### src/rtl/core/q9sf_pkg.sv
package q9sf_pkg;

  localparam int FRAC_BITS = 14;

  localparam int IN_W   = 16;
  localparam int OUT_W  = 18;
  localparam int NODE_W = 4;

  // Per-axis factor widths for a 16-bit coordinate at FRAC_BITS = 14:
  // |L * 2S^2| stays below 2^31, |L' * 2S| stays below 2^18.
  localparam int AX_W  = IN_W + 2;
  localparam int VAL_W = 32;
  localparam int DER_W = IN_W + 3;

  // Product widths: value x value, derivative x value
  localparam int PV_W = 2 * VAL_W;
  localparam int PD_W = VAL_W + DER_W;

  // Rounding shifts back to Q3.FRAC_BITS
  localparam int KV = 3 * FRAC_BITS + 2;
  localparam int KD = 2 * FRAC_BITS + 2;

  localparam logic [NODE_W-1:0] LAST_NODE = 4'd8;

  localparam logic signed [OUT_W-1:0] OUT_MAX = 18'sd131071;
  localparam logic signed [OUT_W-1:0] OUT_MIN = -18'sd131072;

  localparam logic signed [AX_W-1:0]  ONE_AX  = 18'sd1 <<< FRAC_BITS;
  localparam logic signed [DER_W-1:0] ONE_DER = 19'sd1 <<< FRAC_BITS;

  // Which 1-D quadratic Lagrange polynomial an axis uses
  typedef enum logic [1:0] {
    SEL_MINUS = 2'd0,
    SEL_MID   = 2'd1,
    SEL_PLUS  = 2'd2
  } lag_sel_t;

  typedef struct packed {
    logic signed [VAL_W-1:0] val;  // L(x) * 2*S^2
    logic signed [DER_W-1:0] der;  // L'(x) * 2*S
  } lag_t;

  function automatic lag_sel_t csi_sel(input logic [NODE_W-1:0] node);
    lag_sel_t s;
    case (node)
      4'd0, 4'd3, 4'd7: s = SEL_MINUS;
      4'd1, 4'd2, 4'd5: s = SEL_PLUS;
      default:          s = SEL_MID;
    endcase
    return s;
  endfunction

  function automatic lag_sel_t eta_sel(input logic [NODE_W-1:0] node);
    lag_sel_t s;
    case (node)
      4'd0, 4'd1, 4'd4: s = SEL_MINUS;
      4'd2, 4'd3, 4'd6: s = SEL_PLUS;
      default:          s = SEL_MID;
    endcase
    return s;
  endfunction

endpackage

### src/rtl/core/q9sf_lagrange.sv
module q9sf_lagrange (
  input  q9sf_pkg::lag_sel_t                sel,
  input  logic signed [q9sf_pkg::IN_W-1:0]  x,
  output q9sf_pkg::lag_t                    lag
);

  logic signed [q9sf_pkg::AX_W-1:0]    xe;
  logic signed [q9sf_pkg::AX_W-1:0]    op_a;
  logic signed [q9sf_pkg::AX_W-1:0]    op_b;
  logic signed [2*q9sf_pkg::AX_W-1:0]  prod;
  logic signed [2*q9sf_pkg::AX_W-1:0]  val_full;
  logic signed [q9sf_pkg::DER_W-1:0]   xd;

  always_comb begin
    xe = q9sf_pkg::AX_W'(x);
    xd = q9sf_pkg::DER_W'(x);
    case (sel)
      q9sf_pkg::SEL_MINUS: begin
        op_a    = xe;
        op_b    = xe - q9sf_pkg::ONE_AX;
        lag.der = (xd <<< 1) - q9sf_pkg::ONE_DER;
      end
      q9sf_pkg::SEL_PLUS: begin
        op_a    = xe;
        op_b    = xe + q9sf_pkg::ONE_AX;
        lag.der = (xd <<< 1) + q9sf_pkg::ONE_DER;
      end
      default: begin
        // middle polynomial 1 - x^2, carried as 2*(S-x)*(S+x)
        op_a    = q9sf_pkg::ONE_AX - xe;
        op_b    = q9sf_pkg::ONE_AX + xe;
        lag.der = -(xd <<< 2);
      end
    endcase
    prod     = op_a * op_b;
    val_full = (sel == q9sf_pkg::SEL_MINUS || sel == q9sf_pkg::SEL_PLUS) ? prod
                                                                         : (prod <<< 1);
    lag.val  = val_full[q9sf_pkg::VAL_W-1:0];
  end

endmodule

### config.mk
export PLATFORM = sky130hd
export DESIGN_NAME = q9sf_lagrange
export DESIGN_NICKNAME = d
export VERILOG_FILES = /design/src/rtl/core/q9sf_pkg.sv /design/src/rtl/core/q9sf_lagrange.sv
export SDC_FILE = /design/constraint.sdc
export NUM_CORES = 1
export LEC_CHECK = 0
export ABC_AREA = 1
export ABC_CLOCK_PERIOD_IN_PS = 10600
export CAP_MARGIN = 20
export CORE_MARGIN = 3
export CORE_UTILIZATION = 50
export DETAILED_ROUTE_END_ITERATION = 12
export DONT_BUFFER_PORTS = 1
export MAX_ROUTING_LAYER = met4
export PLACE_DENSITY = 0.73
export SETUP_SLACK_MARGIN = 0.2
export SLEW_MARGIN = 5
export SYNTH_ARGS = -nofsm -noshare
export SYNTH_HDL_FRONTEND = slang
export SYNTH_SLANG_ARGS = --single-unit
### constraint.sdc
create_clock -name vclk -period 10.6
set_input_delay 1.06 -clock vclk [all_inputs]
set_output_delay 1.06 -clock vclk [all_outputs]
set_load 0.02 [all_outputs]
# --- Yosys cells after proc, flatten, opt, wreduce, memory -nomap -nowiden ---
# Index checks and enable logic that the tools add are counted.
word_totals:
  regBits: 0
  in_bits: 18
  wordCells: 15
  output_inout_bits: 51
classes:
  eq_ne: 1
  n_mux: 4
  reduce_logical: 3
  multipliers: 1
  addsub: 6
op_table:
  columns: ["op", "count"]
  rows:
  - ["case mux 19 bit (2 select lines)", 1]
  - ["two-way mux 18 bit", 2]
  - ["multiplier 18 x 18 -> 32 bit", 1]
  - ["two-way mux 32 bit", 1]
  - ["negation 18 -> 19 bit", 1]
  - ["adder 17 x 16 -> 18 bit (second input constant)", 1]
  - ["subtractor 17 x 16 -> 18 bit (second input constant)", 1]
  - ["adder 16 x 16 -> 17 bit (first input constant)", 1]
  - ["subtractor 16 x 16 -> 17 bit (first input constant)", 1]
  - ["subtractor 16 x 16 -> 17 bit (second input constant)", 1]
  - ["== test 2 bit (second input constant)", 1]
  - ["logical NOT 2 bit", 1]
  - ["OR reduction 2 bit", 1]
  - ["logical OR 1 bit", 1]

# --- Logic depth before layout (Yosys ltp) ---
# Gate-level depths: netlist of run 1.
depth:
  ltp_word: 5
  depth_mapped: 39

# --- Least setup slack after synthesis of run 1 ---
# No wires, ideal clock.
synth_path:
  kind: "input-to-output"
  startpoint: "input port x[0] (netlist name)"
  endpoint: "output port lag[50] (netlist name)"
  cell_stages: 32
  setup_slack_ps: 2219
  required_ps: 9540
  arrival_time_ps: 7321
  path_cell_list: "inv_2 > buf_1 > ha_1 > inv_1 > nor2_4 > nand3_1 > nand3_1 > nand2_1 > clkinv_1 > nor2_1 > inv_1 > fa_1 > inv_1 > fa_1 > ha_1 > inv_1 > fa_1 > inv_1 > fa_1 > inv_1 > fa_1 > inv_1 > ha_1 > nand2_1 > nor3_1 > nand4_1 > or2_2 > nand3_1 > inv_1 > nand3_1 > nand3_1 > nand2_1"
synth_lines:
  columns: ["element", "line_no", "rtl"]
  rows:
  - ["from (decl)", "q9sf_lagrange.sv:3", "input logic signed [q9sf_pkg::IN_W-1:0] x,"]
  - ["to (decl)", "q9sf_lagrange.sv:4", "output q9sf_pkg::lag_t lag"]

==> flow_metrics.py, run 1 <==
metrics = {
    "status": {
        "outcome": "complete, no violations",
    },
    "logic_synthesis": {
        "synth_area_leaders": "fa_1 47%, inv_1 13%, nand2_1 10%",
        "yosys.cell_types.count": 43,
        "syn-num-nets": 2088,
        "synth_common_cells": "436 x inv_1, 338 x nand2_1, 292 x fa_1, 200 x nor2_1, 92 x ha_1",
        "synth.most_common_cell": "inv_1",
        "syn_area_um2": 12500,
        "synth_seq_area_share_pct": 0,
        "postSynthCellCount": 1686,
        "synth_top_area_share_pct": 46.8,
        "yosysTopAreaCell": "fa_1",
        "avgSynthCellArea_um2": 7.41,
        "ys_warn_count": 0,
    },
    "sta": {
        "setup_tns_ns": 0,
        "final_max_slew_viol_count": 0,
        "rsz0062_at_grt": "no",
        "worst_pin_slew_ns": 0.980,
        "period_share_pct": 92.3,
        "slew_headroom_pct": 34.0,
        "max_freq_mhz": 102,
        "postLayoutSetupSlackWorst_ns": 0.814,
        "setup_viol_count_final": 0,
        "hold_violations": 0,
        "period_minus_slack_ns": 9.79,
    },
    "run": {
        "maxCapViolations": 0,
    },
    "floorplan": {
        "core_um2": 24500,
        "die_x_um": 164,
        "ioPinCount": 69,
        "die_area_um2": 26900,
        "start_util_pct": 51.1,
        "dieHeight_um": 164,
        "rows": 57,
    },
    "finish": {
        "fillers": 2399,
        "area_delta_synth_final_pct": 1.66,
        "finalNetCount": 2046,
        "seqCellArea_um2": 0,
        "clockBufferCount": 0,
        "antennaDiodeCount": 0,
        "seq_cells": 0,
        "layout-drive-gt1-share_pct": 3.96,
    },
    "setup_path": {
        "crit_start": "x[1]",
        "critPathSlowestCell": "fa_1",
        "critPathMaxStageDelay_ns": 0.59,
        "required_ns": 9.54,
        "cp-start-kind": "primary input",
        "cp.arrival_ns": 8.73,
        "cpMostUsedCell": "inv_1",
        "crit_type": "primary input to primary output",
        "end_kind": "primary output",
        "cp_max_fo": 14,
    },
    "detailed_routing": {
        "ant_nets": 0,
        "dr.pass1.iters": 5,
        "drt_iter0_drc": 1034,
        "drc": 0,
        "via_count": 10830,
        "vias_per_cell": 5.51,
        "post_drt_wl_per_cell_um": 19.8,
        "wirelength_mm": 39.0,
    },
    "min_path": {
        "hold_start": "sel[0]",
        "hold_class": "primary input to primary output",
    },
    "cts": {
        "hold_buffers": 0,
        "post-cts-setup-buffer-count": 0,
        "cts_resized": 0,
    },
    "global_routing": {
        "grt-ovfl-total": 0,
        "first_global_vias": 11179,
        "grt_antenna_before_repair": 0,
        "grt_first_pass_wirelength_mm": 62.1,
        "track_usage_pct": 31.0,
        "grt_max_degree": 54,
    },
    "placement": {
        "preCtsSetupSlack_ns": 0.913,
        "hpwl_mm": 32.9,
        "gp_congestion": 1.04,
        "port_buffers": 0,
    },
}
[per-layer routing]
metal	part of all wire, %	up-vias	routed length, um	global-route usage [%]
li1	-	4803	-	-
met1	40	5282	15400	41.1
met2	45	627	17600	47.7
met3	11	118	4100	6.38
met4	4.8	0	1860	10.6
met5	0	-	0	-
[final timing paths]
path | end | slack [ns] | cells past startpoint
worst max-delay path | lag[50] | 0.81 | 31
worst min-delay path | lag[19] | 2.30 | 1
[critical path, delay by kind of cell]
kind,cells,cell delay [ns]
fa+ha+maj,8,3.86
buf+inv,10,1.40
simple gates,13,2.37
[logic make-up after synthesis]
logic type               Yosys count  share of synthesized area (%)
AO/OA/AOI/OAI                    119                           5.26
adder cells (fa/ha/maj)          384                           56.0
buffers and inverters            509                           16.0
other                              1                         0.0300
AND/OR/NAND/NOR                  664                           22.1
XOR/XNOR                           9                          0.631
[area by class of cell]
cell class / count / area [um2] / share of cell area [%]
Inverter: 455 / 1720 / 13.6
Multi-Input combinational cell: 1177 / 10500 / 82.7
Tap cell: 324 / 405 / 3.19
Timing Repair Buffer: 10 / 75.1 / 0.591
[through the flow]
| step | hold WS [ns] | cell area, um2 | utilization, % | instances |
|---|---|---|---|---|
| 3_3_place_gp | 2.29 | 12700 | 51.9 | 1966 |
| 3_5_place_dp | 2.29 | 12700 | 51.9 | 1966 |
| 5_1_grt | 2.30 | 12700 | 51.9 | 1966 |
| 2_1_floorplan | 2.33 | 12500 | - | 1686 |
| 6_report | 2.30 | 12700 | 51.9 | 1966 |
| 4_1_cts | 2.29 | 12700 | 51.9 | 1966 |
[cell usage in the layout (no fill, tap or decap), types with 2 or more instances in the layout]
master / Yosys / final
nor2_2: 7 / 7
a21o_1: 2 / 2
o21bai_1: 5 / 5
ha_1: 92 / 92
a211oi_1: 3 / 3
o21ai_2: 4 / 4
nor3_2: 3 / 3
xor2_1: 6 / 6
clkinv_1: 6 / 6
o21ai_1: 9 / 9
nand3b_1: 3 / 3
inv_1: 436 / 436
or2_1: 4 / 4
nand3_1: 67 / 67
buf_4: 2 / 10
nand4_1: 12 / 12
nand2_1: 338 / 338
a21oi_1: 48 / 48
a21oi_2: 2 / 2
o21ai_0: 40 / 40
nor2_4: 3 / 3
nand2_2: 11 / 11
inv_2: 9 / 9
xnor2_1: 3 / 3
nor3_1: 3 / 3
inv_4: 2 / 2
clkinv_4: 2 / 2
a31oi_1: 2 / 2
fa_1: 292 / 292
or2_2: 9 / 9
o21a_1: 2 / 2
nor2_1: 200 / 200
Power of run 1 is not shown: default switching activity piles up to over one toggle a cycle in this logic, so the estimate is an artifact.
==> inputs of run 2 (changes only) <==
Settings changed: ABC_CLOCK_PERIOD_IN_PS 10600 to 11500.
Clock period 10.6 ns to 11.5 ns, I/O delays scaled along.
==> flow_metrics.py, run 2 (same netlist as run 1, synthesis figures left out) <==
metrics = {
    "sta": {
        "setup_viol_count_final": 0,
        "period_minus_slack_ns": 9.81,
        "slew_headroom_pct": 37.6,
        "period_share_pct": 85.3,
        "setup_tns_ns": 0,
        "worst_pin_slew_ns": 0.934,
        "rsz0062_at_grt": "no",
        "max_freq_mhz": 102,
        "final_max_slew_viol_count": 0,
        "hold_violations": 0,
    },
    "global_routing": {
        "grt_max_degree": 54,
        "grt-ovfl-total": 0,
        "grt_antenna_before_repair": 3,
        "grt_first_pass_wirelength_mm": 60.1,
        "first_global_vias": 10929,
        "track_usage_pct": 30.0,
    },
    "setup_path": {
        "cp-endpoint": "lag[47]",
        "critPathSlowestCell": "fa_1",
        "cpMostUsedCell": "inv_1",
        "crit_type": "primary input to primary output",
        "end_kind": "primary output",
        "path_buf_inv": 9,
        "cp.arrival_ns": 8.66,
        "critPathTopFamily": "adder cells",
        "critPathMaxStageDelay_ns": 0.58,
        "cp_max_fo": 14,
        "crit_start": "x[1]",
        "required_ns": 10.35,
        "cp.depth": 29,
        "cp-start-kind": "primary input",
    },
    "min_path": {
        "whs_path_depth": 1,
        "hold_class": "primary input to primary output",
    },
    "floorplan": {
        "die_area_um2": 26900,
        "ioPinCount": 69,
        "rows": 57,
        "start_util_pct": 51.1,
        "dieHeight_um": 164,
        "core_um2": 24500,
        "die_x_um": 164,
    },
    "placement": {
        "dpl.cell_count": 1959,
        "placed_area_um2": 12600,
        "port_buffers": 0,
        "gp_congestion": 1.01,
        "hpwl_mm": 31.7,
    },
    "finish": {
        "layout_commonest_cell": "inv_1",
        "seq_cells": 0,
        "layout_common_cells": "436 x inv_1, 338 x nand2_1, 292 x fa_1, 200 x nor2_1, 92 x ha_1",
        "area_delta_synth_final_pct": 1.30,
        "clockBufferCount": 0,
        "seqCellArea_um2": 0,
        "stdcell_count": 1962,
        "layout-drive-gt1-share_pct": 3.55,
        "fin_area_um2": 12700,
        "finalNetCount": 2039,
    },
    "run": {
        "maxCapViolations": 0,
    },
    "detailed_routing": {
        "dr.pass1.iters": 6,
        "wirelength_mm": 37.4,
        "post_drt_wl_per_cell_um": 19.1,
        "drc": 0,
        "ant_nets": 0,
        "drt_iter0_drc": 805,
        "via_count": 10600,
        "vias_per_cell": 5.40,
    },
    "cts": {
        "hold_buffers": 0,
        "cts_resized": 0,
        "post-cts-setup-buffer-count": 0,
    },
    "status": {
        "outcome": "complete, no violations",
    },
}
## run 2: changes by cell type in the layout (fill, tap and decap cells not counted)
cell	previous run	this run
buf_4	10	3
diode_2	0	3
## run 2: worst min-delay path by stage
stage	start	end	slack, ns
floorplan	sel[0]	lag[16]	2.51
global placement	sel[0]	lag[19]	2.48
detailed placement	sel[0]	lag[19]	2.47
CTS	sel[0]	lag[19]	2.47
global route	sel[0]	lag[19]	2.47
finish	sel[0]	lag[19]	2.48
## run 2: stage by stage
step / hold slack (ns) / util, % / setup WS (ns)
global placement: 2.48 / 51.7 / 1.80
detailed placement: 2.47 / 51.7 / 1.78
finish: 2.48 / 51.7 / 1.69
floorplan: 2.51 / - / 2.94
CTS: 2.47 / 51.7 / 1.77
global route: 2.47 / 51.7 / 1.15
## run 2: final cells by class
cell class	count	area (um2)
Inverter	455	1720
Timing Repair Buffer	3	22.5
Tap cell	324	405
Fill cell	2391	11800
Antenna cell	3	7.51
Multi-Input combinational cell	1177	10500
## run 2: layer usage
layer / up-vias / share of wire [%] / GRT usage [%]
met3: 88 / 9.8 / 6.81
met5: - / 0 / -
li1: 4801 / - / -
met1: 5225 / 41 / 39.5
met2: 486 / 46 / 47.2
met4: 0 / 3.5 / 7.80
Power of run 2 is left out for the same reason.
==> inputs of run 3 (changes only) <==
Settings changed: ABC_CLOCK_PERIOD_IN_PS 11500 to 11950.
Clock period 11.5 ns to 11.95 ns, I/O delays scaled along.
==> flow_metrics.py, run 3 (same netlist as run 1, synthesis figures left out) <==
metrics = {
    "cts": {
        "post-cts-setup-buffer-count": 0,
        "cts_resized": 0,
        "hold_buffers": 0,
    },
    "sta": {
        "period_share_pct": 83.3,
        "worst_pin_slew_ns": 0.920,
        "max_freq_mhz": 101,
        "final_max_slew_viol_count": 0,
        "slew_headroom_pct": 38.6,
        "rsz0062_at_grt": "no",
        "hold_violations": 0,
        "setup_viol_count_final": 0,
        "period_minus_slack_ns": 9.95,
        "hold-worst-slack_ns": 2.56,
        "setup_tns_ns": 0,
    },
    "placement": {
        "gp_congestion": 1.01,
        "port_buffers": 0,
        "dpl.cell_count": 1958,
        "hpwl_mm": 32.3,
    },
    "status": {
        "outcome": "complete, no violations",
    },
    "finish": {
        "clockBufferCount": 0,
        "seq_cells": 0,
        "layout_commonest_cell": "inv_1",
        "layout-drive-gt1-share_pct": 3.49,
        "finalNetCount": 2038,
        "seqCellArea_um2": 0,
        "layout_common_cells": "436 x inv_1, 338 x nand2_1, 292 x fa_1, 200 x nor2_1, 92 x ha_1",
        "stdcell_count": 1961,
        "area_delta_synth_final_pct": 1.24,
    },
    "floorplan": {
        "start_util_pct": 51.1,
        "dieHeight_um": 164,
        "die_x_um": 164,
        "core_um2": 24500,
        "die_area_um2": 26900,
        "rows": 57,
        "ioPinCount": 69,
    },
    "setup_path": {
        "crit_start": "sel[0]",
        "critPathMaxStageDelay_ns": 0.65,
        "end_kind": "primary output",
        "cp_max_fo": 53,
        "cp.arrival_ns": 8.75,
        "cpMostUsedCell": "inv_1",
        "crit_type": "primary input to primary output",
        "critPathSlowestCell": "inv_2",
        "cp-start-kind": "primary input",
        "required_ns": 10.76,
    },
    "detailed_routing": {
        "dr.pass1.iters": 6,
        "wirelength_mm": 38.0,
        "ant_nets": 0,
        "vias_per_cell": 5.43,
        "via_count": 10656,
        "drc": 0,
        "post_drt_wl_per_cell_um": 19.4,
        "drt_iter0_drc": 924,
    },
    "global_routing": {
        "grt_max_degree": 54,
        "grt-ovfl-total": 0,
        "first_global_vias": 11047,
        "track_usage_pct": 30.4,
        "grt_first_pass_wirelength_mm": 60.9,
        "grt_antenna_before_repair": 3,
    },
    "min_path": {
        "hold_start": "sel[0]",
        "hold_class": "primary input to primary output",
    },
    "run": {
        "maxCapViolations": 0,
    },
}
run 3: cell count changes in the layout (fill, tap and decap cells not counted), sizes merged:
cell | previous run | this run
buf | 3 | 2
run 3: final timing paths:
path | endpoint | depth (start not counted)
worst max-delay path | lag[50] | 27
worst min-delay path | lag[19] | 1
run 3: through the flow:
stage	util, %	instance area (um2)	setup slack [ns]
finish	51.7	12600	2.00
global placement	51.7	12600	2.17
detailed placement	51.7	12600	2.11
floorplan	-	12500	3.30
CTS	51.7	12600	2.10
global route	51.7	12600	1.54
run 3: cell type report:
class | instances | area [um2]
diodes | 3 | 7.51
repair buffers | 2 | 15.0
multi-input cells | 1177 | 10500
inverters | 455 | 1720
fillers | 2422 | 11800
well taps | 324 | 405
run 3: per-layer routing:
metal,share of wire (%),GRT usage [%]
met5,0,-
met4,3.8,8.65
met3,9.7,5.90
met2,47,48.4
met1,40,39.8
run 3: critical path, delay by kind of cell:
family / cells / cell delay, ns
fa+ha+maj: 7 / 3.57
buf+inv: 9 / 1.71
simple gates: 11 / 2.24
Power of run 3 is left out for the same reason.
