### src/rtl/core/q9sf_pkg.sv
package q9sf_pkg;

  localparam int FRAC_BITS = 14;

  localparam int IN_W   = 16;
  localparam int OUT_W  = 18;
  localparam int NODE_W = 4;

  // Per-axis factor widths for a 16-bit coordinate at FRAC_BITS = 14:
  // |L * 2S^2| stays below 2^31, |L' * 2S| stays below 2^18.
  localparam int AX_W  = IN_W + 2;
  localparam int VAL_W = 32;
  localparam int DER_W = IN_W + 3;

  // Product widths: value x value, derivative x value
  localparam int PV_W = 2 * VAL_W;
  localparam int PD_W = VAL_W + DER_W;

  // Rounding shifts back to Q3.FRAC_BITS
  localparam int KV = 3 * FRAC_BITS + 2;
  localparam int KD = 2 * FRAC_BITS + 2;

  localparam logic [NODE_W-1:0] LAST_NODE = 4'd8;

  localparam logic signed [OUT_W-1:0] OUT_MAX = 18'sd131071;
  localparam logic signed [OUT_W-1:0] OUT_MIN = -18'sd131072;

  localparam logic signed [AX_W-1:0]  ONE_AX  = 18'sd1 <<< FRAC_BITS;
  localparam logic signed [DER_W-1:0] ONE_DER = 19'sd1 <<< FRAC_BITS;

  // Which 1-D quadratic Lagrange polynomial an axis uses
  typedef enum logic [1:0] {
    SEL_MINUS = 2'd0,
    SEL_MID   = 2'd1,
    SEL_PLUS  = 2'd2
  } lag_sel_t;

  typedef struct packed {
    logic signed [VAL_W-1:0] val;  // L(x) * 2*S^2
    logic signed [DER_W-1:0] der;  // L'(x) * 2*S
  } lag_t;

  function automatic lag_sel_t csi_sel(input logic [NODE_W-1:0] node);
    lag_sel_t s;
    case (node)
      4'd0, 4'd3, 4'd7: s = SEL_MINUS;
      4'd1, 4'd2, 4'd5: s = SEL_PLUS;
      default:          s = SEL_MID;
    endcase
    return s;
  endfunction

  function automatic lag_sel_t eta_sel(input logic [NODE_W-1:0] node);
    lag_sel_t s;
    case (node)
      4'd0, 4'd1, 4'd4: s = SEL_MINUS;
      4'd2, 4'd3, 4'd6: s = SEL_PLUS;
      default:          s = SEL_MID;
    endcase
    return s;
  endfunction

endpackage

### src/rtl/core/q9sf_round_sat.sv
module q9sf_round_sat #(
  parameter int IN_W  = 64,
  parameter int SHIFT = 44
) (
  input  logic signed [IN_W-1:0]            prod,
  output logic signed [q9sf_pkg::OUT_W-1:0] res
);

  localparam logic signed [IN_W-1:0] HALF   = IN_W'(1) << (SHIFT - 1);
  localparam logic signed [IN_W-1:0] SAT_HI = IN_W'(q9sf_pkg::OUT_MAX);
  localparam logic signed [IN_W-1:0] SAT_LO = IN_W'(q9sf_pkg::OUT_MIN);

  logic signed [IN_W-1:0] adj;
  logic signed [IN_W-1:0] shifted;

  // ties away from zero: negative values take half minus one, then floor
  always_comb begin
    adj     = prod + HALF - {{(IN_W-1){1'b0}}, prod[IN_W-1]};
    shifted = adj >>> SHIFT;
    if (shifted > SAT_HI) begin
      res = q9sf_pkg::OUT_MAX;
    end else if (shifted < SAT_LO) begin
      res = q9sf_pkg::OUT_MIN;
    end else begin
      res = shifted[q9sf_pkg::OUT_W-1:0];
    end
  end

endmodule

### config.mk
export PLATFORM = sky130hd
export DESIGN_NAME = q9sf_round_sat
export DESIGN_NICKNAME = d
export VERILOG_FILES = /design/src/rtl/core/q9sf_pkg.sv /design/src/rtl/core/q9sf_round_sat.sv
export SDC_FILE = /design/constraint.sdc
export NUM_CORES = 1
export LEC_CHECK = 0
export ABC_AREA = 0
export BUFFER_PORTS_ARGS = -buffer_cell sky130_fd_sc_hd__buf_2
export CAP_MARGIN = 20
export CORE_MARGIN = 1
export CORE_UTILIZATION = 58
export DETAILED_ROUTE_END_ITERATION = 10
export PLACE_DENSITY_LB_ADDON = 0.1
export SETUP_SLACK_MARGIN = 0.3
export SYNTH_ARGS = -nofsm -noshare
export SYNTH_HDL_FRONTEND = slang
export SYNTH_SLANG_ARGS = --single-unit
export TNS_END_PERCENT = 100
### constraint.sdc
create_clock -name vclk -period 5.1
set_clock_uncertainty 0.05 [all_clocks]
set_input_delay 0.765 -clock vclk [all_inputs]
set_output_delay 0.765 -clock vclk [all_outputs]
set_load 0.02 [all_outputs]
# After elaboration in Yosys (flattened, before gate mapping)
# Cells that the tools add are included.
# totals
ramBits	0
mem_count	0
latch_bits	0
output_inout_bits	18
wordCells	6
rom_bits	0
regBits	0
inputBits	64
# classes
n_addsub	2
div	0
n_reduce_logical	0
n_eq_ne	0
bitwise_logic	0
n_shift	0
magnitude_cmp	2
n_mux	2
n_mul	0
# ops
cell	count
64-bit by 44-bit adder with 64-bit output, second input constant	1
64-bit by 1-bit subtractor with 64-bit output	1
18-bit two-way mux	2
20-bit by 18-bit > comparator with 1-bit output, second input constant	1
20-bit by 18-bit less-than comparator with 1-bit output, second input constant	1

# Depth between registers and ports, before layout
# Gate-level depths: netlist of run 1.
# logic_depth
depth_word	5
mapped_depth	13
ltp_nobuf	11

# Worst setup path after synthesis of run 1
# No wires, ideal clock.
# synth_path
path_kind	input to output
from	in prod[52]
to	out res[6] in the netlist's numbering
setup_slack_ns	0.718
arrival_ns	3.567
t_required_ns	4.285
path_stages	12
path_buffers	1
path_cell_list	inv_1 > ha_1 > clkbuf_1 > a21o_1 > o21bai_1 > a21o_1 > a21oi_1 > mux2_1 > a41o_1 > a211oi_4 > a211oi_4 > o31ai_1
# synth_via
elab_chain_len	5
elab_cells_between_ends	6
classes_between	add/sub (2); order compare (2); mux (2)
# synth_lines
element	line_no	source
start, declared	q9sf_round_sat.sv:5	input logic signed [IN_W-1:0] prod,
64-bit by 44-bit adder with 64-bit output *	q9sf_round_sat.sv:18	adj = prod + HALF - {{(IN_W-1){1'b0}}, prod[IN_W-1]};
64-bit by 1-bit subtractor with 64-bit output *	q9sf_round_sat.sv:18	
20-bit by 18-bit less-than comparator with 1-bit output	q9sf_round_sat.sv:22	end else if (shifted < SAT_LO) begin
18-bit two-way mux	q9sf_round_sat.sv:22	
18-bit two-way mux *	q9sf_round_sat.sv:20	if (shifted > SAT_HI) begin
end, declared	q9sf_round_sat.sv:6	output logic signed [q9sf_pkg::OUT_W-1:0] res
# Mark *: on every way between the ends. The rest lies on a longest branch, timed or not.

# Worst setup path after layout of run 1
# layout_path
from	in prod[45]
to	out res[12] in the netlist's numbering
# The elaborated chain is that of the path after synthesis.

==> reports/qor.txt, run 1 <==
Initial Util: 60.4%
Placement row count: 28
Layout area overhead: 15.0%
Share of cells above drive strength 1: 17.7%
Worst slew margin: 70.4%
Critical path startpoint category: input pin
Net Sw Frac: 60.9%
Placed insts: 700
Via density: 6.05
Via count: 4238
Crit. End Element: primary output
Post-route DRC: 0
Leakage: 2.11 nW
Synthesized area per cell: 6.47 um2
Nets: 754
Max frequency: 0.215 GHz
Final Util: 69.5%
Initial antenna violation count: 0
Antenna Nets Post-Route: 0
Setup-failing EPs final: 0
Combinational Power Share: 100.0%
Synth unique cells: 65
Unrepaired setup endpoints after global routing: no
Instance count of the mapped netlist: 553
Data arrival time of the worst path: 3840 ps
DR iter-0 viols: 166
Post-DP HPWL: 8160 um
Multi-input gate area: 0.00328 mm2
Largest net degree at the start of global routing: 15
Global route overflow: 0
Clock buf count: 0
Buffers added on ports: 82
P per Cell Area: 145 mW/mm2
Register area share after synthesis: 0%
Worst path buffer plus inverter count: 3
Most frequent CP cell: buf_2
Sequential cell area: 0 um2
Slowest cell delay on critical path: 420 ps
Core ar.: 0.00592 mm2
Syn_nets: 679
First-pass GRT wire length: 15500 um
Final Hold Fails: 0
GP Congestion: 0.883
Final Max Slew Viols: 0
Final period util: 91.3%
Worst slew pin tran: 438 ps
ANT cells: 0
FFs & Latches: 0
Tmin final: 4660 ps
Drt wl/cell: 13.7 um
Number of global-route vias before repair: 3704
Drt total wl: 9590 um
MaxCap Viol Count: 0
Net Sw Power: 0.363 mW
Crit Path Max Fanout: 9
Hold Crit Depth: 5
Final std cells w/o fill: 701
Final TNS setup: 0 ps
Critical Setup Path Class: in2out
Top Family by Delay on Critical Path: compound AO/OA/AOI/OAI gates
Register share of total power: 0%
Clk network pwr share: 0%
Worst Path Required: 4280 ps
Die area: 0.00648 mm2
Worst VDD drop: 120 uV
Yosys warning total: 0
DIE HEIGHT: 80.5 um
Hold path start: prod[44]
CP max stage cell: nor4_4
Cell-internal power: 0.233 mW
Io pins: 82
Worst hold path type: in2out
Overall Global Routing Usage: 28.9%
Die Width: 80.5 um
DR pass1 iterations: 5
Hold Path Sink: res[0]
Mapped Area: 0.00358 mm2
CP cell instances: buf_2, ha_1, a21oi_2, o21ai_0, a211o_1, o31a_1, a211oi_2, o21ai_2, nor4_4, a211oi_4, buf_4, o41ai_2, buf_2
Fill cell count: 599
Outcome: complete, no violations
[worst max path at each step]
stage / to / depth (start not counted) / from
3_5_place_dp: res[12] / 13 / prod[45]
5_1_grt: res[9] / 14 / prod[45]
6_report: res[12] / 13 / prod[45]
3_3_place_gp: res[8] / 13 / prod[45]
2_1_floorplan: res[6] / 12 / prod[52]
4_1_cts: res[13] / 13 / prod[45]
[cells in the mapped netlist, types with 3 or more instances]
| master | n | share of area, % |
|---|---|---|
| o21ai_1 | 12 | 1.7 |
| nand4_1 | 15 | 2.6 |
| o21ai_0 | 43 | 6.0 |
| a31oi_1 | 8 | 1.4 |
| o31ai_1 | 3 | 0.63 |
| nand2_1 | 53 | 5.6 |
| nand3_1 | 18 | 2.5 |
| a21o_1 | 17 | 3.6 |
| o21bai_1 | 8 | 1.7 |
| and3_1 | 8 | 1.4 |
| xnor2_1 | 8 | 2.0 |
| a21oi_1 | 59 | 8.3 |
| nand2b_1 | 7 | 1.2 |
| a211o_1 | 3 | 0.73 |
| nor3_1 | 9 | 1.3 |
| o21a_1 | 11 | 2.3 |
| nor4_1 | 3 | 0.52 |
| nor2_1 | 34 | 3.6 |
| clkbuf_1 | 9 | 0.94 |
| a21boi_0 | 3 | 0.63 |
| and4_1 | 3 | 0.73 |
| nor2b_1 | 5 | 0.87 |
| inv_1 | 76 | 8.0 |
| a211oi_1 | 5 | 1.0 |
| buf_2 | 4 | 0.56 |
| o211ai_1 | 6 | 1.3 |
| ha_1 | 62 | 22 |
| xor2_1 | 7 | 1.7 |
| a22oi_1 | 3 | 0.63 |
| and2_1 | 5 | 0.87 |
[power by group through the flow]
| stage | clock, mW | combinational, mW | sequential, mW |
|---|---|---|---|
| floorplan | 0 | 0.419 | 0 |
| global placement | 0 | 0.567 | 0 |
| detailed placement | 0 | 0.574 | 0 |
| CTS | 0 | 0.578 | 0 |
| global route | 0 | 0.656 | 0 |
| finish | 0 | 0.596 | 0 |
[placed cells by master, fill, tap and decap left out, types with 9 or more instances in the layout]
cell type / count
nand2_1: 53
o21a_1: 11
nor3_1: 9
a21oi_1: 58
nor2_1: 34
o21ai_0: 43
buf_2: 82
ha_1: 62
nand3_1: 18
inv_1: 76
nand4_1: 15
a21o_1: 17
o21ai_1: 11
[tightest hold or removal path: stages]
cell,delay (ps)
buf_2,130
inv_1,80
a21boi_0,100
o21ai_0,130
buf_2,160
[repair_timing]
item / 4_1_cts / 5_1_grt
setup buffers: 0 / 1
resized for setup: 0 / 10
endpoints found under the setup margin: 0 / 10
hold buffers: 0 / 0
endpoints found under the hold margin: 0 / 0
[kinds of logic (layout without fill, tap and decap cells)]
kind of cell	count (synthesis)	after routing	synth area share, %
AOI/OAI and AO/OA	208	208	38.6
xor gates and xnor gates	16	16	4.13
adders and majority gates	62	62	21.7
buffers and inverters	91	164	10.0
muxes	5	5	1.50
and+or+nand+nor	171	171	24.0
[layout make-up]
type / count / area share (%)
inverter: 76 / 6.93
multi-input combinational: 462 / 79.7
tap: 75 / 2.28
timing repair buffer: 88 / 11.1
[stage by stage]
stage | worst slack, ps | power [mW] | hold WS, ps | area (um2)
final | 445 | 0.596 | 2070 | 4110
after floorplan | 718 | 0.419 | 1860 | 3580
after global placement | 477 | 0.567 | 2070 | 4050
after global routing | 283 | 0.656 | 2120 | 4110
after detailed placement | 421 | 0.574 | 2070 | 4050
after CTS | 406 | 0.578 | 2070 | 4050
[metal layers]
metal | vias up | wire [um] | track usage [%]
li1 | 2181 | - | -
met1 | 1915 | 4320 | 35.9
met2 | 132 | 4790 | 55.5
met3 | 10 | 387 | 1.02
met4 | 0 | 93 | 3.75
met5 | - | 0 | 0
No activity file was read; power rests on OpenSTA's default activity.
==> inputs of run 2 (changes only) <==
Settings changed: CORE_ASPECT_RATIO set to 1.2, PLACE_DENSITY_LB_ADDON 0.1 to 0.25.
Clock period 5.1 ns to 4.65 ns, I/O delays scaled along.
==> run 2 against run 1 <==
- sequential cell count unchanged
- first-iteration DRC count increased by 140%
- critical path type unchanged
- wire length increased by 27%
- critical path depth increased by 2
- count of clock-buffer cells in the layout unchanged
- largest power group unchanged
==> reports/qor.txt, run 2 (same netlist as run 1, synthesis figures left out) <==
Buffers added on ports: 82 (unchanged)
Drt total wl: 12200 um (was 9590 um)
Initial antenna violation count: 0 (unchanged)
P per Cell Area: 172 mW/mm2 (was 145 mW/mm2)
Data arrival time of the worst path: 3630 ps (was 3840 ps)
Nets: 781 (was 754)
Worst VDD drop: 182 uV (was 120 uV)
Number of global-route vias before repair: 4035 (was 3704)
Post-route DRC: 0 (unchanged)
Post-CTS Hold Buffers: 0 (unchanged)
MaxCap Viol Count: 0 (unchanged)
Initial Util: 61.5% (was 60.4%)
Worst slew pin tran: 572 ps (was 438 ps)
Io pins: 82 (unchanged)
Met1 wire length: 4560 um (was 4320 um)
Worst slew margin: 61.4% (was 70.4%)
DIE HEIGHT: 88.0 um (was 80.5 um)
Placement row count: 30 (was 28)
Final period util: 94.0%
FFs & Latches: 0 (unchanged)
Critical path startpoint category: input pin (unchanged)
Die area: 0.00648 mm2 (about the same)
DR pass1 iterations: 7 (was 5)
Final Max Slew Viols: 0 (unchanged)
Via density: 6.55 (was 6.05)
Crit Path Max Fanout: 8 (was 9)
Commonest cells after routing, fill and taps aside: buf_2, inv_1, nand2_1 (was buf_2, inv_1, ha_1)
Met3 WL: 869 um (was 387 um)
Core ar.: 0.00582 mm2 (was 0.00592 mm2)
Share of cells above drive strength 1: 30.8% (was 17.7%)
Clock buf count: 0 (unchanged)
Crit. End Element: primary output (unchanged)
DR iter-0 viols: 392 (was 166)
Max frequency: 0.229 GHz
Overall Global Routing Usage: 31.2% (was 28.9%)
Met2 wire length: 6170 um (was 4790 um)
Worst hold path type: in2out (unchanged)
Final TNS setup: 0 ps (unchanged)
Largest net degree at the start of global routing: 12 (was 15)
Setup-failing EPs final: 0 (unchanged)
First-pass GRT wire length: 16700 um (was 15500 um)
Worst Path Required: 3900 ps (was 4280 ps)
Critical Setup Path Class: in2out (unchanged)
Sequential cell area: 0 um2 (unchanged)
Global route overflow: 0 (unchanged)
Antenna Nets Post-Route: 0 (unchanged)
Unrepaired setup endpoints after global routing: yes (was no)
Most common cell after layout, fill and taps aside: buf_2 (unchanged)
Post-DP HPWL: 8280 um (was 8160 um)
ANT cells: 0 (unchanged)
Outcome: complete, no violations (unchanged)
Total power: 0.838 mW (was 0.596 mW)
Tmin final: 4370 ps
GP Congestion: 0.914 (was 0.883)
Final Hold Fails: 0 (unchanged)
Max Used Layer: met4 (unchanged)
Layout area overhead: 36.2% (was 15.0%)
Drt wl/cell: 16.7 um (was 13.7 um)
Via count: 4803 (was 4238)
Die Width: 73.7 um (was 80.5 um)
Leakage: 2.32 nW (was 2.11 nW)
-- run 2: changes by cell type in the layout (fill, tap and decap cells not counted), sizes merged --
cell | previous run | this run
buf | 88 | 114
clkbuf | 0 | 1
-- run 2: path summary, 6_finish.rpt --
check	end	slack, ps	startpoint	cells after the start
setup / recovery	res[8]	280	prod[41]	15
hold / removal	res[0]	1950	prod[44]	5
-- run 2: cell type report --
type	count	area [um2]
timing repair buffer	115	761
tap	80	100
inverter	76	290
fill	372	948
multi-input combinational	462	3720
-- run 2: worst max-delay path: stages --
cell and delay [ps]:
buf_6 90, inv_2 60, ha_4 230, a2111oi_1 470, o221a_1 300, or3_1 180
nand2_1 110, nor3_4 290, o41ai_4 100, xor2_2 190, buf_4 170, o22ai_4 280
clkbuf_16 220, o31ai_1 60, buf_2 160
-- run 2: metrics by stage --
step,utilization [%],cells,worst slack [ps],hold slack (ps),cell area [um2]
3_5_place_dp,70.8,714,14.4,1950,4120
4_1_cts,75.6,723,286,1940,4400
5_1_grt,83.7,733,76.6,1970,4870
2_1_floorplan,-,553,403,1720,3580
6_report,83.7,733,277,1950,4870
3_3_place_gp,70.8,714,118,1920,4120
-- run 2: routing by layer --
layer  global-route usage (%)  up-vias
met5                        0        -
met4                     10.5        0
met3                     1.50       77
met2                     60.7      299
met1                     35.3     2187
li1                         -     2240
-- run 2: what timing repair did --
item,in CTS,in global routing
resized for setup,31,84
gates cloned,0,1
setup endpoints to repair,17,17
setup buffers,9,9
pin swaps,18,30
-- run 2: report_power, final --
group | internal [mW] | leakage (nW) | switching [mW]
Sequential | 0 | 0 | 0
Combinational | 0.361 | 2.32 | 0.477
Clock | 0 | 0 | 0
==> inputs of run 3 (changes only) <==
Settings changed: CELL_PAD_IN_SITES_DETAIL_PLACEMENT set to 1, CELL_PAD_IN_SITES_GLOBAL_PLACEMENT set to 2, CORE_MARGIN 1 to not set, CORE_UTILIZATION 58 to 31.
==> run 3 against run 2 <==
- total power decreased by 3.0%
- non-clock buffer count increased by 12
- highest routed layer unchanged
- sequential share of layout area unchanged
- first-iteration DRC count decreased by 76%
==> reports/qor.txt, run 3 (same netlist as run 1, synthesis figures left out) <==
Buffers added on ports: 82 (unchanged)
Worst Path Required: 3900 ps (about the same)
Worst slew margin: 65.8% (was 61.4%)
Layout area overhead: 37.8% (was 36.2%)
ANT cells: 0 (unchanged)
Post-CTS Hold Buffers: 0 (unchanged)
Die area: 0.0120 mm2 (was 0.00648 mm2)
Worst path buffer plus inverter count: 5 (unchanged)
Via count: 4439 (was 4803)
Final Hold Fails: 0 (unchanged)
Total power: 0.813 mW (was 0.838 mW)
Hold Crit Depth: 5 (unchanged)
Fill cell count: 1477 (was 372)
Most common cell after layout, fill and taps aside: buf_2 (unchanged)
Worst slew pin tran: 507 ps (was 572 ps)
CP cell instances: buf_2, inv_1, ha_2, nand4_1, nor4_1, o2bb2ai_1, o31a_1, a211oi_2, o21ai_2, o31a_2, buf_4, o22ai_4, clkbuf_16, o31ai_4, buf_4 (was buf_6, inv_2, ha_4, a2111oi_1, o221a_1, or3_1, nand2_1, nor3_4, o41ai_4, xor2_2, buf_4, o22ai_4, clkbuf_16, o31ai_1, buf_2)
Max frequency: 0.229 GHz (about the same)
DR pass1 iterations: 4 (was 7)
GP Congestion: 0.871 (was 0.914)
FFs & Latches: 0 (unchanged)
Overall Global Routing Usage: 21.3% (was 31.2%)
DIE HEIGHT: 120 um (was 88.0 um)
Share of cells above drive strength 1: 30.4% (was 30.8%)
Largest net degree at the start of global routing: 18 (was 12)
Slowest cell delay on critical path: 390 ps (was 470 ps)
Die Width: 100 um (was 73.7 um)
Tmin final: 4370 ps (about the same)
Leakage: 2.35 nW (was 2.32 nW)
Initial Util: 32.1% (was 61.5%)
Top Family by Delay on Critical Path: compound AO/OA/AOI/OAI gates (unchanged)
Post-DP HPWL: 10800 um (was 8280 um)
Critical Setup Path Class: in2out (unchanged)
Via density: 5.42 (was 6.55)
P per Cell Area: 165 mW/mm2 (was 172 mW/mm2)
Hold Path Sink: res[0] (unchanged)
Final period util: 93.9% (was 94.0%)
Nets: 793 (was 781)
Drt wl/cell: 16.0 um (was 16.7 um)
Initial antenna violation count: 0 (unchanged)
Drt total wl: 13100 um (was 12200 um)
Final Max Slew Viols: 0 (unchanged)
DP Worst Slack: -54.6 ps (was 14.4 ps)
MaxCap Viol Count: 0 (unchanged)
Global route overflow: 0 (unchanged)
Placement row count: 42 (was 30)
Worst Slack Setup Final: 284 ps (was 277 ps)
Worst hold path type: in2out (unchanged)
CP max stage cell: o31a_2 (was a2111oi_1)
Number of global-route vias before repair: 4578 (was 4035)
Most frequent CP cell: buf_4
Clock buf count: 0 (unchanged)
Antenna Nets Post-Route: 0 (unchanged)
Post-route DRC: 0 (unchanged)
Critical path startpoint category: input pin (unchanged)
Unrepaired setup endpoints after global routing: yes (unchanged)
Commonest cells after routing, fill and taps aside: buf_2, inv_1, nand2_1, a21oi_1, buf_4 (was buf_2, inv_1, nand2_1)
Core ar.: 0.0111 mm2 (was 0.00582 mm2)
Worst VDD drop: 121 uV (was 182 uV)
Sequential cell area: 0 um2 (unchanged)
Io pins: 82 (unchanged)
DR iter-0 viols: 96 (was 392)
Crit. End Element: primary output (unchanged)
Multi-input gate area: 0.00364 mm2 (was 0.00372 mm2)
Crit Path Max Fanout: 8 (unchanged)
First-pass GRT wire length: 21400 um (was 16700 um)
Hold path start: prod[44] (unchanged)
Setup-failing EPs final: 0 (unchanged)
Outcome: complete, no violations (unchanged)
Data arrival time of the worst path: 3620 ps (was 3630 ps)
-- run 3: changes by cell type in the layout (fill, tap and decap cells not counted), moves of 3 or more --
cell / change
buf_4: +16
buf_6: -11
ha_1: +7
buf_2: +6
ha_2: -5
inv_2: +4
a21oi_2: -3
o21ai_2: -3
-- run 3: per-stage QoR --
step | area, um2 | util [%] | hold slack, ps | setup TNS (ps) | cells
finish | 4930 | 44.2 | 1940 | 0 | 819
global route | 4930 | 44.2 | 1990 | 0 | 819
CTS | 4660 | 41.8 | 2000 | 0 | 808
detailed placement | 4270 | 38.3 | 1970 | -161 | 796
global placement | 4270 | 38.3 | 2020 | 0 | 796
floorplan | 3580 | - | 1720 | 0 | 553
-- run 3: worst max path at each step --
stage	start	endpoint	slack [ps]	cells past startpoint
detailed placement	prod[40]	res[2]	-50	12
global placement	prod[41]	res[1]	80	13
finish	prod[40]	res[6]	280	15
global route	prod[36]	res[1]	200	17
floorplan	prod[52]	res[6]	400	12
CTS	prod[9]	res[12]	300	13
-- run 3: power by group --
group          internal, mW  leakage, nW  switching [mW]
registers                 0            0               0
clock network             0            0               0
logic                 0.346         2.35           0.467
-- run 3: final cells by class --
| cell class | count | share of cell area (%) |
|---|---|---|
| repair buffers | 127 | 16.4 |
| well taps | 154 | 3.91 |
| inverters | 76 | 5.79 |
| multi-input cells | 462 | 73.9 |
-- run 3: timing repair --
item / 4_1_cts / 5_1_grt
resized for setup: 48 / 37
pin swaps: 19 / 9
gates cloned: 0 / 1
buffers inserted: 12 / 10
setup endpoints to repair: 17 / 17
-- run 3: metal layers --
metal  up-vias  global-route usage (%)  share of wire (%)
met3        18                   0.932                2.1
met5         -                       0                  0
met1      2101                    24.5                 43
met2        68                    43.5                 53
li1       2252                       -                  -
met4         0                    2.63                1.5
-- run 3: tightest hold or removal path, delay by kind of cell --
kind | cells | cell delay [ps]
AOI/OAI and AO/OA | 2 | 240
buffers and inverters | 3 | 370
